--- src/sv/buddy_page_allocator_unit_macros.svh ---
// Assertion helpers for the allocator top level
`ifndef BUDDY_PAGE_ALLOCATOR_UNIT_MACROS_SVH
`define BUDDY_PAGE_ALLOCATOR_UNIT_MACROS_SVH

// Condition in one cycle implies consequence in the next
`define BPA_ASSERT_NEXT(lbl, clk, rst, ante, cons, msg) \
   lbl: assert property (@(posedge clk) disable iff (rst) (ante) |=> (cons)) else $error(msg);

// Condition implies consequence in the same cycle
`define BPA_ASSERT_SAME(lbl, clk, rst, ante, cons, msg) \
   lbl: assert property (@(posedge clk) disable iff (rst) (ante) |-> (cons)) else $error(msg);

`endif

--- src/sv/bpa_pkg.sv ---
`default_nettype none
package bpa_pkg;

   // Field widths
   localparam int IDX_W = 12;
   localparam int CNT_W = 13;

   // Free-head flags are stored 16 to a row
   localparam int FLAG_W  = 16;
   localparam int FLAG_SH = 4;

   // Operation codes
   localparam logic [1:0] FUNC_ALLOC = 2'd0;
   localparam logic [1:0] FUNC_FREE  = 2'd1;
   localparam logic [1:0] FUNC_INIT  = 2'd2;

   // Sequencer steps, also used as the datapath command
   localparam int ST_W = 5;
   localparam logic [ST_W-1:0] ST_RCLR   = 5'd0;
   localparam logic [ST_W-1:0] ST_IDLE   = 5'd1;
   localparam logic [ST_W-1:0] ST_DISP   = 5'd2;
   localparam logic [ST_W-1:0] ST_FAIL   = 5'd3;
   localparam logic [ST_W-1:0] ST_CLR    = 5'd4;
   localparam logic [ST_W-1:0] ST_AK     = 5'd5;
   localparam logic [ST_W-1:0] ST_SRCH   = 5'd6;
   localparam logic [ST_W-1:0] ST_SPLIT  = 5'd7;
   localparam logic [ST_W-1:0] ST_FR     = 5'd8;
   localparam logic [ST_W-1:0] ST_FRK    = 5'd9;
   localparam logic [ST_W-1:0] ST_OV_RD  = 5'd10;
   localparam logic [ST_W-1:0] ST_OV_CK  = 5'd11;
   localparam logic [ST_W-1:0] ST_OV2_RD = 5'd12;
   localparam logic [ST_W-1:0] ST_OV2_CK = 5'd13;
   localparam logic [ST_W-1:0] ST_M_TEST = 5'd14;
   localparam logic [ST_W-1:0] ST_M_CK   = 5'd15;
   localparam logic [ST_W-1:0] ST_M_UP   = 5'd16;
   localparam logic [ST_W-1:0] ST_U_RD   = 5'd17;
   localparam logic [ST_W-1:0] ST_U_W    = 5'd18;
   localparam logic [ST_W-1:0] ST_P_RD   = 5'd19;
   localparam logic [ST_W-1:0] ST_P_W    = 5'd20;
   localparam logic [ST_W-1:0] ST_P_W2   = 5'd21;
   localparam logic [ST_W-1:0] ST_FNX    = 5'd22;
   localparam logic [ST_W-1:0] ST_DONE   = 5'd23;

   typedef struct packed {
      logic [ST_W-1:0] op;
      logic            accept;
      logic            rsp_load;
   } cmd_type;

   typedef struct packed {
      logic [1:0] func;
      logic       free_go;
      logic       alloc_bad;
      logic       clr_last;
      logic       ak_more;
      logic       head_hit;
      logic       c_last;
      logic       split_more;
      logic       n_zero;
      logic       frk_more;
      logic       ov_hit;
      logic       ov_last;
      logic       ov2_hit;
      logic       j_last;
      logic       m_try;
      logic       m_hit;
      logic       rsp_free;
   } status_type;

endpackage
`default_nettype wire

--- src/sv/bpa_ctrl.sv ---
`default_nettype none
module bpa_ctrl import bpa_pkg::*; (
   input  wire logic       clock,
   input  wire logic       reset,
   input  wire logic       req_valid,
   input  wire status_type st,
   output cmd_type         cmd,
   output logic            req_ready
);

   logic [ST_W-1:0] state_ff, state_in;
   logic [ST_W-1:0] ret_ff, ret_in;

   // Handshake and command
   assign req_ready    = (state_ff == ST_IDLE);
   assign cmd.op       = state_ff;
   assign cmd.accept   = (state_ff == ST_IDLE) && req_valid;
   assign cmd.rsp_load = (state_ff == ST_DONE) && st.rsp_free;

   // Next step
   always_comb begin
      state_in = state_ff;
      ret_in   = ret_ff;
      unique case (state_ff)
         ST_RCLR:   if (st.clr_last) state_in = ST_IDLE;
         ST_IDLE:   if (req_valid) state_in = ST_DISP;
         ST_DISP: begin
            unique case (st.func)
               FUNC_INIT:  state_in = ST_CLR;
               FUNC_FREE:  state_in = st.free_go ? ST_FR : ST_DONE;
               FUNC_ALLOC: state_in = st.alloc_bad ? ST_FAIL : ST_AK;
               default:    state_in = ST_DONE;
            endcase
         end
         ST_FAIL:   state_in = ST_DONE;
         ST_CLR:    if (st.clr_last) state_in = ST_FR;
         ST_AK:     if (!st.ak_more) state_in = ST_SRCH;
         ST_SRCH: begin
            if (st.head_hit) begin
               state_in = ST_U_RD;
               ret_in   = ST_SPLIT;
            end else if (st.c_last) begin
               state_in = ST_FAIL;
            end
         end
         ST_SPLIT: begin
            if (st.split_more) begin
               state_in = ST_P_RD;
               ret_in   = ST_SPLIT;
            end else begin
               state_in = ST_FR;
            end
         end
         ST_FR:     state_in = st.n_zero ? ST_DONE : ST_FRK;
         ST_FRK:    if (!st.frk_more) state_in = ST_OV_RD;
         ST_OV_RD:  state_in = ST_OV_CK;
         ST_OV_CK: begin
            priority if (st.ov_hit) state_in = ST_FNX;
            else if (st.ov_last)    state_in = ST_OV2_RD;
            else                    state_in = ST_OV_RD;
         end
         ST_OV2_RD: state_in = ST_OV2_CK;
         ST_OV2_CK: begin
            priority if (st.ov2_hit) state_in = ST_FNX;
            else if (st.j_last)      state_in = ST_M_TEST;
            else                     state_in = ST_OV2_RD;
         end
         ST_M_TEST: begin
            if (st.m_try) begin
               state_in = ST_M_CK;
            end else begin
               state_in = ST_P_RD;
               ret_in   = ST_FNX;
            end
         end
         ST_M_CK: begin
            if (st.m_hit) begin
               state_in = ST_U_RD;
               ret_in   = ST_M_UP;
            end else begin
               state_in = ST_P_RD;
               ret_in   = ST_FNX;
            end
         end
         ST_M_UP:   state_in = ST_M_TEST;
         ST_U_RD:   state_in = ST_U_W;
         ST_U_W:    state_in = ret_ff;
         ST_P_RD:   state_in = ST_P_W;
         ST_P_W:    state_in = ST_P_W2;
         ST_P_W2:   state_in = ret_ff;
         ST_FNX:    state_in = ST_FR;
         ST_DONE:   if (st.rsp_free) state_in = ST_IDLE;
         default:   state_in = ST_IDLE;
      endcase
   end

   always_ff @(posedge clock) begin
      if (reset) begin
         state_ff <= ST_RCLR;
         ret_ff   <= ST_FNX;
      end else begin
         state_ff <= state_in;
         ret_ff   <= ret_in;
      end
   end

endmodule
`default_nettype wire

--- config.mk ---
export PLATFORM = sky130hd
export DESIGN_NAME = bpa_ctrl
export DESIGN_NICKNAME = d
export VERILOG_FILES = /design/src/sv/buddy_page_allocator_unit_macros.svh /design/src/sv/bpa_pkg.sv /design/src/sv/bpa_ctrl.sv
export SDC_FILE = /design/constraint.sdc
export NUM_CORES = 1
export LEC_CHECK = 0
export BUFFER_PORTS_ARGS = -buffer_cell sky130_fd_sc_hd__buf_2
export CAP_MARGIN = 20
export CORE_MARGIN = 5
export CORE_UTILIZATION = 40
export CTS_CLUSTER_SIZE = 14
export DETAILED_ROUTE_END_ITERATION = 10
export PLACE_DENSITY_LB_ADDON = 0.2
export SLEW_MARGIN = 10
export SYNTH_ARGS = -nofsm -noshare
export SYNTH_HDL_FRONTEND = slang
export SYNTH_SLANG_ARGS = --single-unit
--- constraint.sdc ---
create_clock -name clock -period 1.9 [get_ports clock]
set_input_delay 0.19 -clock clock [delete_from_list [all_inputs] [get_ports clock]]
set_output_delay 0.19 -clock clock [all_outputs]
set_load 0.005 [all_outputs]
==> results of run 1 <==
==> logic make-up (layout without fill, tap and decap cells) <==
kind of cell,Yosys count,after routing,share of synthesized area [%]
simple gates,61,61,34.0
compound gates,51,51,36.6
buf+inv,19,55,9.24
flops,8,8,15.4
mux,4,4,3.96
xor+xnor,1,1,0.840
==> area by class of cell <==
cell class                 count  share of cell area, %
multi-input combinational    117                   60.1
timing repair buffer          45                   21.1
sequential                     8                   12.3
tap                           30                   2.82
inverter                       7                   1.98
clock buffer                   3                   1.69
==> power by group <==
part           switching [mW]  internal [mW]
Combinational           0.304          0.247
Clock                  0.0621         0.0726
Sequential             0.0302          0.183
==> through the flow <==
stage          hold WS [ns]  setup slack, ns  total power, mW
2_1_floorplan         0.256            0.112            0.574
3_3_place_gp          0.445          0.00612            0.740
3_5_place_dp          0.455          0.00325            0.750
4_1_cts               0.183          0.00958            0.886
5_1_grt               0.181          0.00669            0.969
6_report              0.171           0.0381            0.899
==> per-layer routing <==
metal	vias to the layer above	track usage [%]
met1	626	30.0
met4	0	6.19
met3	4	2.94
met2	55	37.6
met5	-	0
li1	635	-
==> registers in the layout (all words and copies together) (netlist names) <==
signal and count:
state_ff 5, ret_ff 3
==> cell usage after synthesis (all sizes together), types with 3 or more instances <==
library cell  instances  area, µm²
o21ai                10       50.0
a31oi                 6       37.5
nand3                 5       25.0
nand2                 9       33.8
and3                  4       25.0
o22ai                 4       25.0
nor3b                 4       30.0
mux2i                 3       30.0
nor2                  9       33.8
buf                   9       58.8
nand2b                3       18.8
inv                   7       26.3
dfxtp                 8        160
or4                   3       26.3
clkbuf                3       11.3
o32ai                 3       26.3
nor2b                 9       56.3
a21oi                 7       35.0
nor3                  5       25.0
==> cell usage in the layout, fill, tap and decap left out, drive strengths merged, types with 2 or more instances in the layout <==
master   instances
and3             4
nand2b           3
a22oi            2
nor3             5
nand3            5
a31oi            6
mux2i            3
or4              3
and2             2
o21a             2
or2              2
a32o             2
dfxtp            8
nor2             9
o2111ai          2
clkbuf           3
nor3b            4
a21oi            7
nor2b            9
o32ai            3
inv              7
nand2            9
o21ai           10
a32oi            2
buf             45
o22ai            4
==> critical path, delay by kind of cell, from the launching register on <==
family                 cells  cell delay (ns)
AOI/OAI and AO/OA          3             0.58
DFF                        1             0.36
and+or+nand+nor            2             0.64
buffers and inverters      1             0.16
==> worst max path at each step <==
stage | start | to | slack, ns | cells past startpoint
finish | state_ff[2] | state_ff[1] | 0.04 | 6
CTS | state_ff[2] | state_ff[1] | 0.01 | 6
detailed placement | state_ff[3] | state_ff[1] | 0.003 | 5
floorplan | state_ff[1] | state_ff[2] | 0.11 | 6
global placement | state_ff[0] | state_ff[2] | 0.006 | 5
global route | state_ff[0] | state_ff[2] | 0.007 | 5
==> results.toml, run 1 <==
[yosys]
ys_seq_elements = 8
async_flop_share_pct = 0
synthCells = 144
yosys_warnings = 0
ys.flop_type = "dfxtp_1"
avgSynthCellArea_um2 = 7.24
synth.distinct_cells = 52
synth_edf_count = 0
yosysSeqAreaShare_pct = 15.4
syn-num-nets = 165
synth_area_um2 = 1040

[worst_setup_path]
crit_chain = "buf_12, and2_1, a32oi_1, o22ai_1, or4_1, a32o_1"
arrival_ns = 2.01
ff2ff_path_depth = 6
r2r_start = "state_ff[2]"
cp.required_ns = 2.04
worstPathMaxFanout = 14
r2r_setup_slack_ns = 0.04
slowest_delay_ns = 0.48
endpoint_kind = "flip-flop"
crit_path_start_kind = "flip-flop"
cp_slowest_cell = "or4_1"
timing.rr.end = "state_ff[1]"
critical_path_class = "reg -> reg"

[clocking]
postCtsHoldBufs = 0
ctsResizeCount = 2
clk_latency_ns = 0.26
cts_made_buffers = 3
root_buffer = "clkbuf_4"
tritoncts = "done"
clock_sinks = 8
clk_pin_slew_ns = 0.06
cts_setup_buffers = 0
h-tree-depth = 1
clockBufferDepth = 2

[layout]
antennaDiodeCount = 0
final_core_util_pct = 53.6
syn_to_final_growth_pct = 27.5
seqCellArea_um2 = 164
multi_input_area_um2 = 798
final_nets = 203
drive_above_1_share_pct = 33.9
postLayoutCellArea_um2 = 1330
n_fill_cell = 259
finalNonFillerCells = 210

[timing]
drv_slew = 0
hold_viol = 0
timing.slew.headroom_pct = 66.8
rsz0062_at_grt = "false"
timing.final.crit_period_ns = 1.86
worst_pin_slew_ns = 0.497
timing.final.crit_share_pct = 98.0
fin_tns_setup_ns = 0
setup-violations-final = 0
max_freq_mhz = 537
skew_ns = 0.00730

[floorplan]
boundaryPins = 29
start_util_pct = 42.1
core_area_um2 = 2480
die_w_um = 61.0
dieArea_um2 = 3730
fp.dieH_um = 61.0
num_rows = 18

[global_route]
grt_use_total_pct = 22.4
grt_pass1_vias = 1326
grt_max_degree = 16
grt_pass1_wl_um = 6230
overflow = 0
antenna_found_initial = 0

[job]
cap_violations = 0

[power]
power.density_nw_per_um2 = 677
p_leak_nw = 0.553
ir_worst_vdd_mv = 0.487

[min_path]
hp-start = "reset"
whs_path_depth = 2
worstHoldPathType = "in -> reg"
holdPathEnd = "state_ff[0]"

[detailed_routing]
wl_met3_um = 261
routed_wl_um = 3700
wl_per_cell_um = 17.6
first_pass_iters = 4
drtIter0Drc = 73
drtAntennaViolNets = 0
drc = 0
routedLengthMet1_um = 1580
dr_total_vias = 1320
vias_per_cell = 6.29
top_layer = "met4"
dr_wl_met2_um = 1820

[outcome]
status = "complete, no violations"

[placement]
gp_congestion = 0.895
placed_cells = 207
place_hpwl_um = 2910
place_area_um2 = 1290
port_buffers = 28
Power figures use the tool's default switching activity.
==> inputs of run 2 (changes only) <==
==> constraint.sdc (replaced) <==
create_clock -name clock -period 1.92 [get_ports clock]
set_input_delay 0.192 -clock clock [delete_from_list [all_inputs] [get_ports clock]]
set_output_delay 0.192 -clock clock [all_outputs]
set_load 0.005 [all_outputs]
==> run 2 against run 1 <==
- cell count is the same
- clock power is essentially flat
- sequential power decreased by 2%
- setup slack gained 0.012 ns
- global-route usage is 2.8 points lower
- critical path type unchanged
- critical path depth did not move
- total power is 1.7% lower
- sequential cell count stayed put
==> results.toml, run 2 (same netlist as run 1, synthesis figures left out) <==
[detailed_routing]
vias_per_cell = 6.16
first_pass_iters = 5
drtAntennaViolNets = 0
routed_wl_um = 3410
drtIter0Drc = 93
drc = 0
wl_per_cell_um = 16.3
dr_total_vias = 1293

[clocking]
tritoncts = "done"
postCtsHoldBufs = 0
clk_pin_slew_ns = 0.06
clockBufferDepth = 2
cts_made_buffers = 3
h-tree-depth = 1
clk_latency_ns = 0.26
root_buffer = "clkbuf_4"
clock_sinks = 8
cts_setup_buffers = 0

[layout]
antennaDiodeCount = 0
seqCellArea_um2 = 163
mostFrequentLayoutCell = "buf_2"
drive_above_1_share_pct = 33.3
multi_input_area_um2 = 796
layout.cells.most_common_list = "28 x buf_2, 15 x buf_4, 9 x nor2_1, 9 x nand2_1, 8 x nor2b_1"
largestRegisters = "state_ff x5, ret_ff x3"
final_nets = 203
top_register = "state_ff"
syn_to_final_growth_pct = 28.3
n_fill_cell = 249
postLayoutCellArea_um2 = 1340
largest_reg_flops = 5
final_core_util_pct = 54.0

[power]
finalPower_uw = 884
p_leak_nw = 0.555
ir_worst_vdd_mv = 0.458
power.density_nw_per_um2 = 661

[worst_setup_path]
cp.required_ns = 2.07
endpoint_kind = "flip-flop"
crit_path_start_kind = "flip-flop"
worstPathMaxFanout = 14
critical_path_class = "reg -> reg"
arrival_ns = 2.02

[placement]
place_hpwl_um = 2670
place_area_um2 = 1300
port_buffers = 28
dpl_worst_slack_ns = -0.00765
gp_congestion = 0.919

[timing]
timing.final.crit_share_pct = 97.4
rsz0062_at_grt = "false"
drv_slew = 0
fin_tns_setup_ns = 0
timing.final.crit_period_ns = 1.87
max_freq_mhz = 535
hold_viol = 0
worst_slack_ns = 0.0505
worst_pin_slew_ns = 0.470
setup-violations-final = 0
skew_ns = 0.00738
timing.slew.headroom_pct = 68.6

[global_route]
grt_use_total_pct = 19.6
grt_max_degree = 26
grt_pass1_vias = 1204
grt_pass1_wl_um = 5580
antenna_found_initial = 0
overflow = 0

[floorplan]
start_util_pct = 42.1
fp.dieH_um = 61.0
boundaryPins = 29
num_rows = 18
core_area_um2 = 2480
die_w_um = 61.0
dieArea_um2 = 3730

[job]
cap_violations = 0

[outcome]
status = "complete, no violations"

[min_path]
worstHoldPathType = "in -> reg"
==> run 2: cell counts in the layout (fill, tap and decap cells not counted) <==
No cell type changed its count.
==> run 2: area by class of cell <==
cell class	instances	share of cell area (%)
multi-input combinational	117	59.5
timing repair buffer	45	21.9
sequential	8	12.2
tap	30	2.81
inverter	7	1.96
clock buffer	3	1.68
==> run 2: final timing paths <==
check | startpoint | endpoint | slack, ns | cells after the start
max | state_ff[2] | state_ff[1] | 0.05 | 6
min reg2reg | ret_ff[4] | ret_ff[4] | 0.48 | 2
max reg2reg | state_ff[2] | state_ff[1] | 0.05 | 6
min | reset | state_ff[0] | 0.17 | 2
==> run 2: where the power goes <==
group | switching [mW] | internal, mW
clock | 0.0620 | 0.0718
sequential | 0.0273 | 0.181
combinational | 0.293 | 0.248
==> run 2: metal layers <==
metal  global-route usage, %  share of wire [%]
met2                    29.9                 45
met5                       0                  0
met1                    27.4                 45
met4                    8.36                1.6
met3                    2.94                8.6
==> run 2: through the flow <==
| step | instances | hold slack, ns |
|---|---|---|
| final | 210 | 0.174 |
| after global routing | 210 | 0.170 |
| after CTS | 210 | 0.177 |
| after detailed placement | 207 | 0.452 |
| after global placement | 207 | 0.452 |
| after floorplan | 144 | 0.258 |
==> run 2: timing repair <==
action / 4_1_cts / 5_1_grt
resized for setup: 1 / 3
pin swaps: 0 / 0
endpoints found under the setup margin: 2 / 2
==> run 2: worst max-delay path: stages, from the launching register on <==
cell and delay (ns):
dfxtp_1 0.38, buf_12 0.18, and2_1 0.17, a32oi_1 0.21, o22ai_1 0.11, or4_1 0.48
a32o_1 0.22
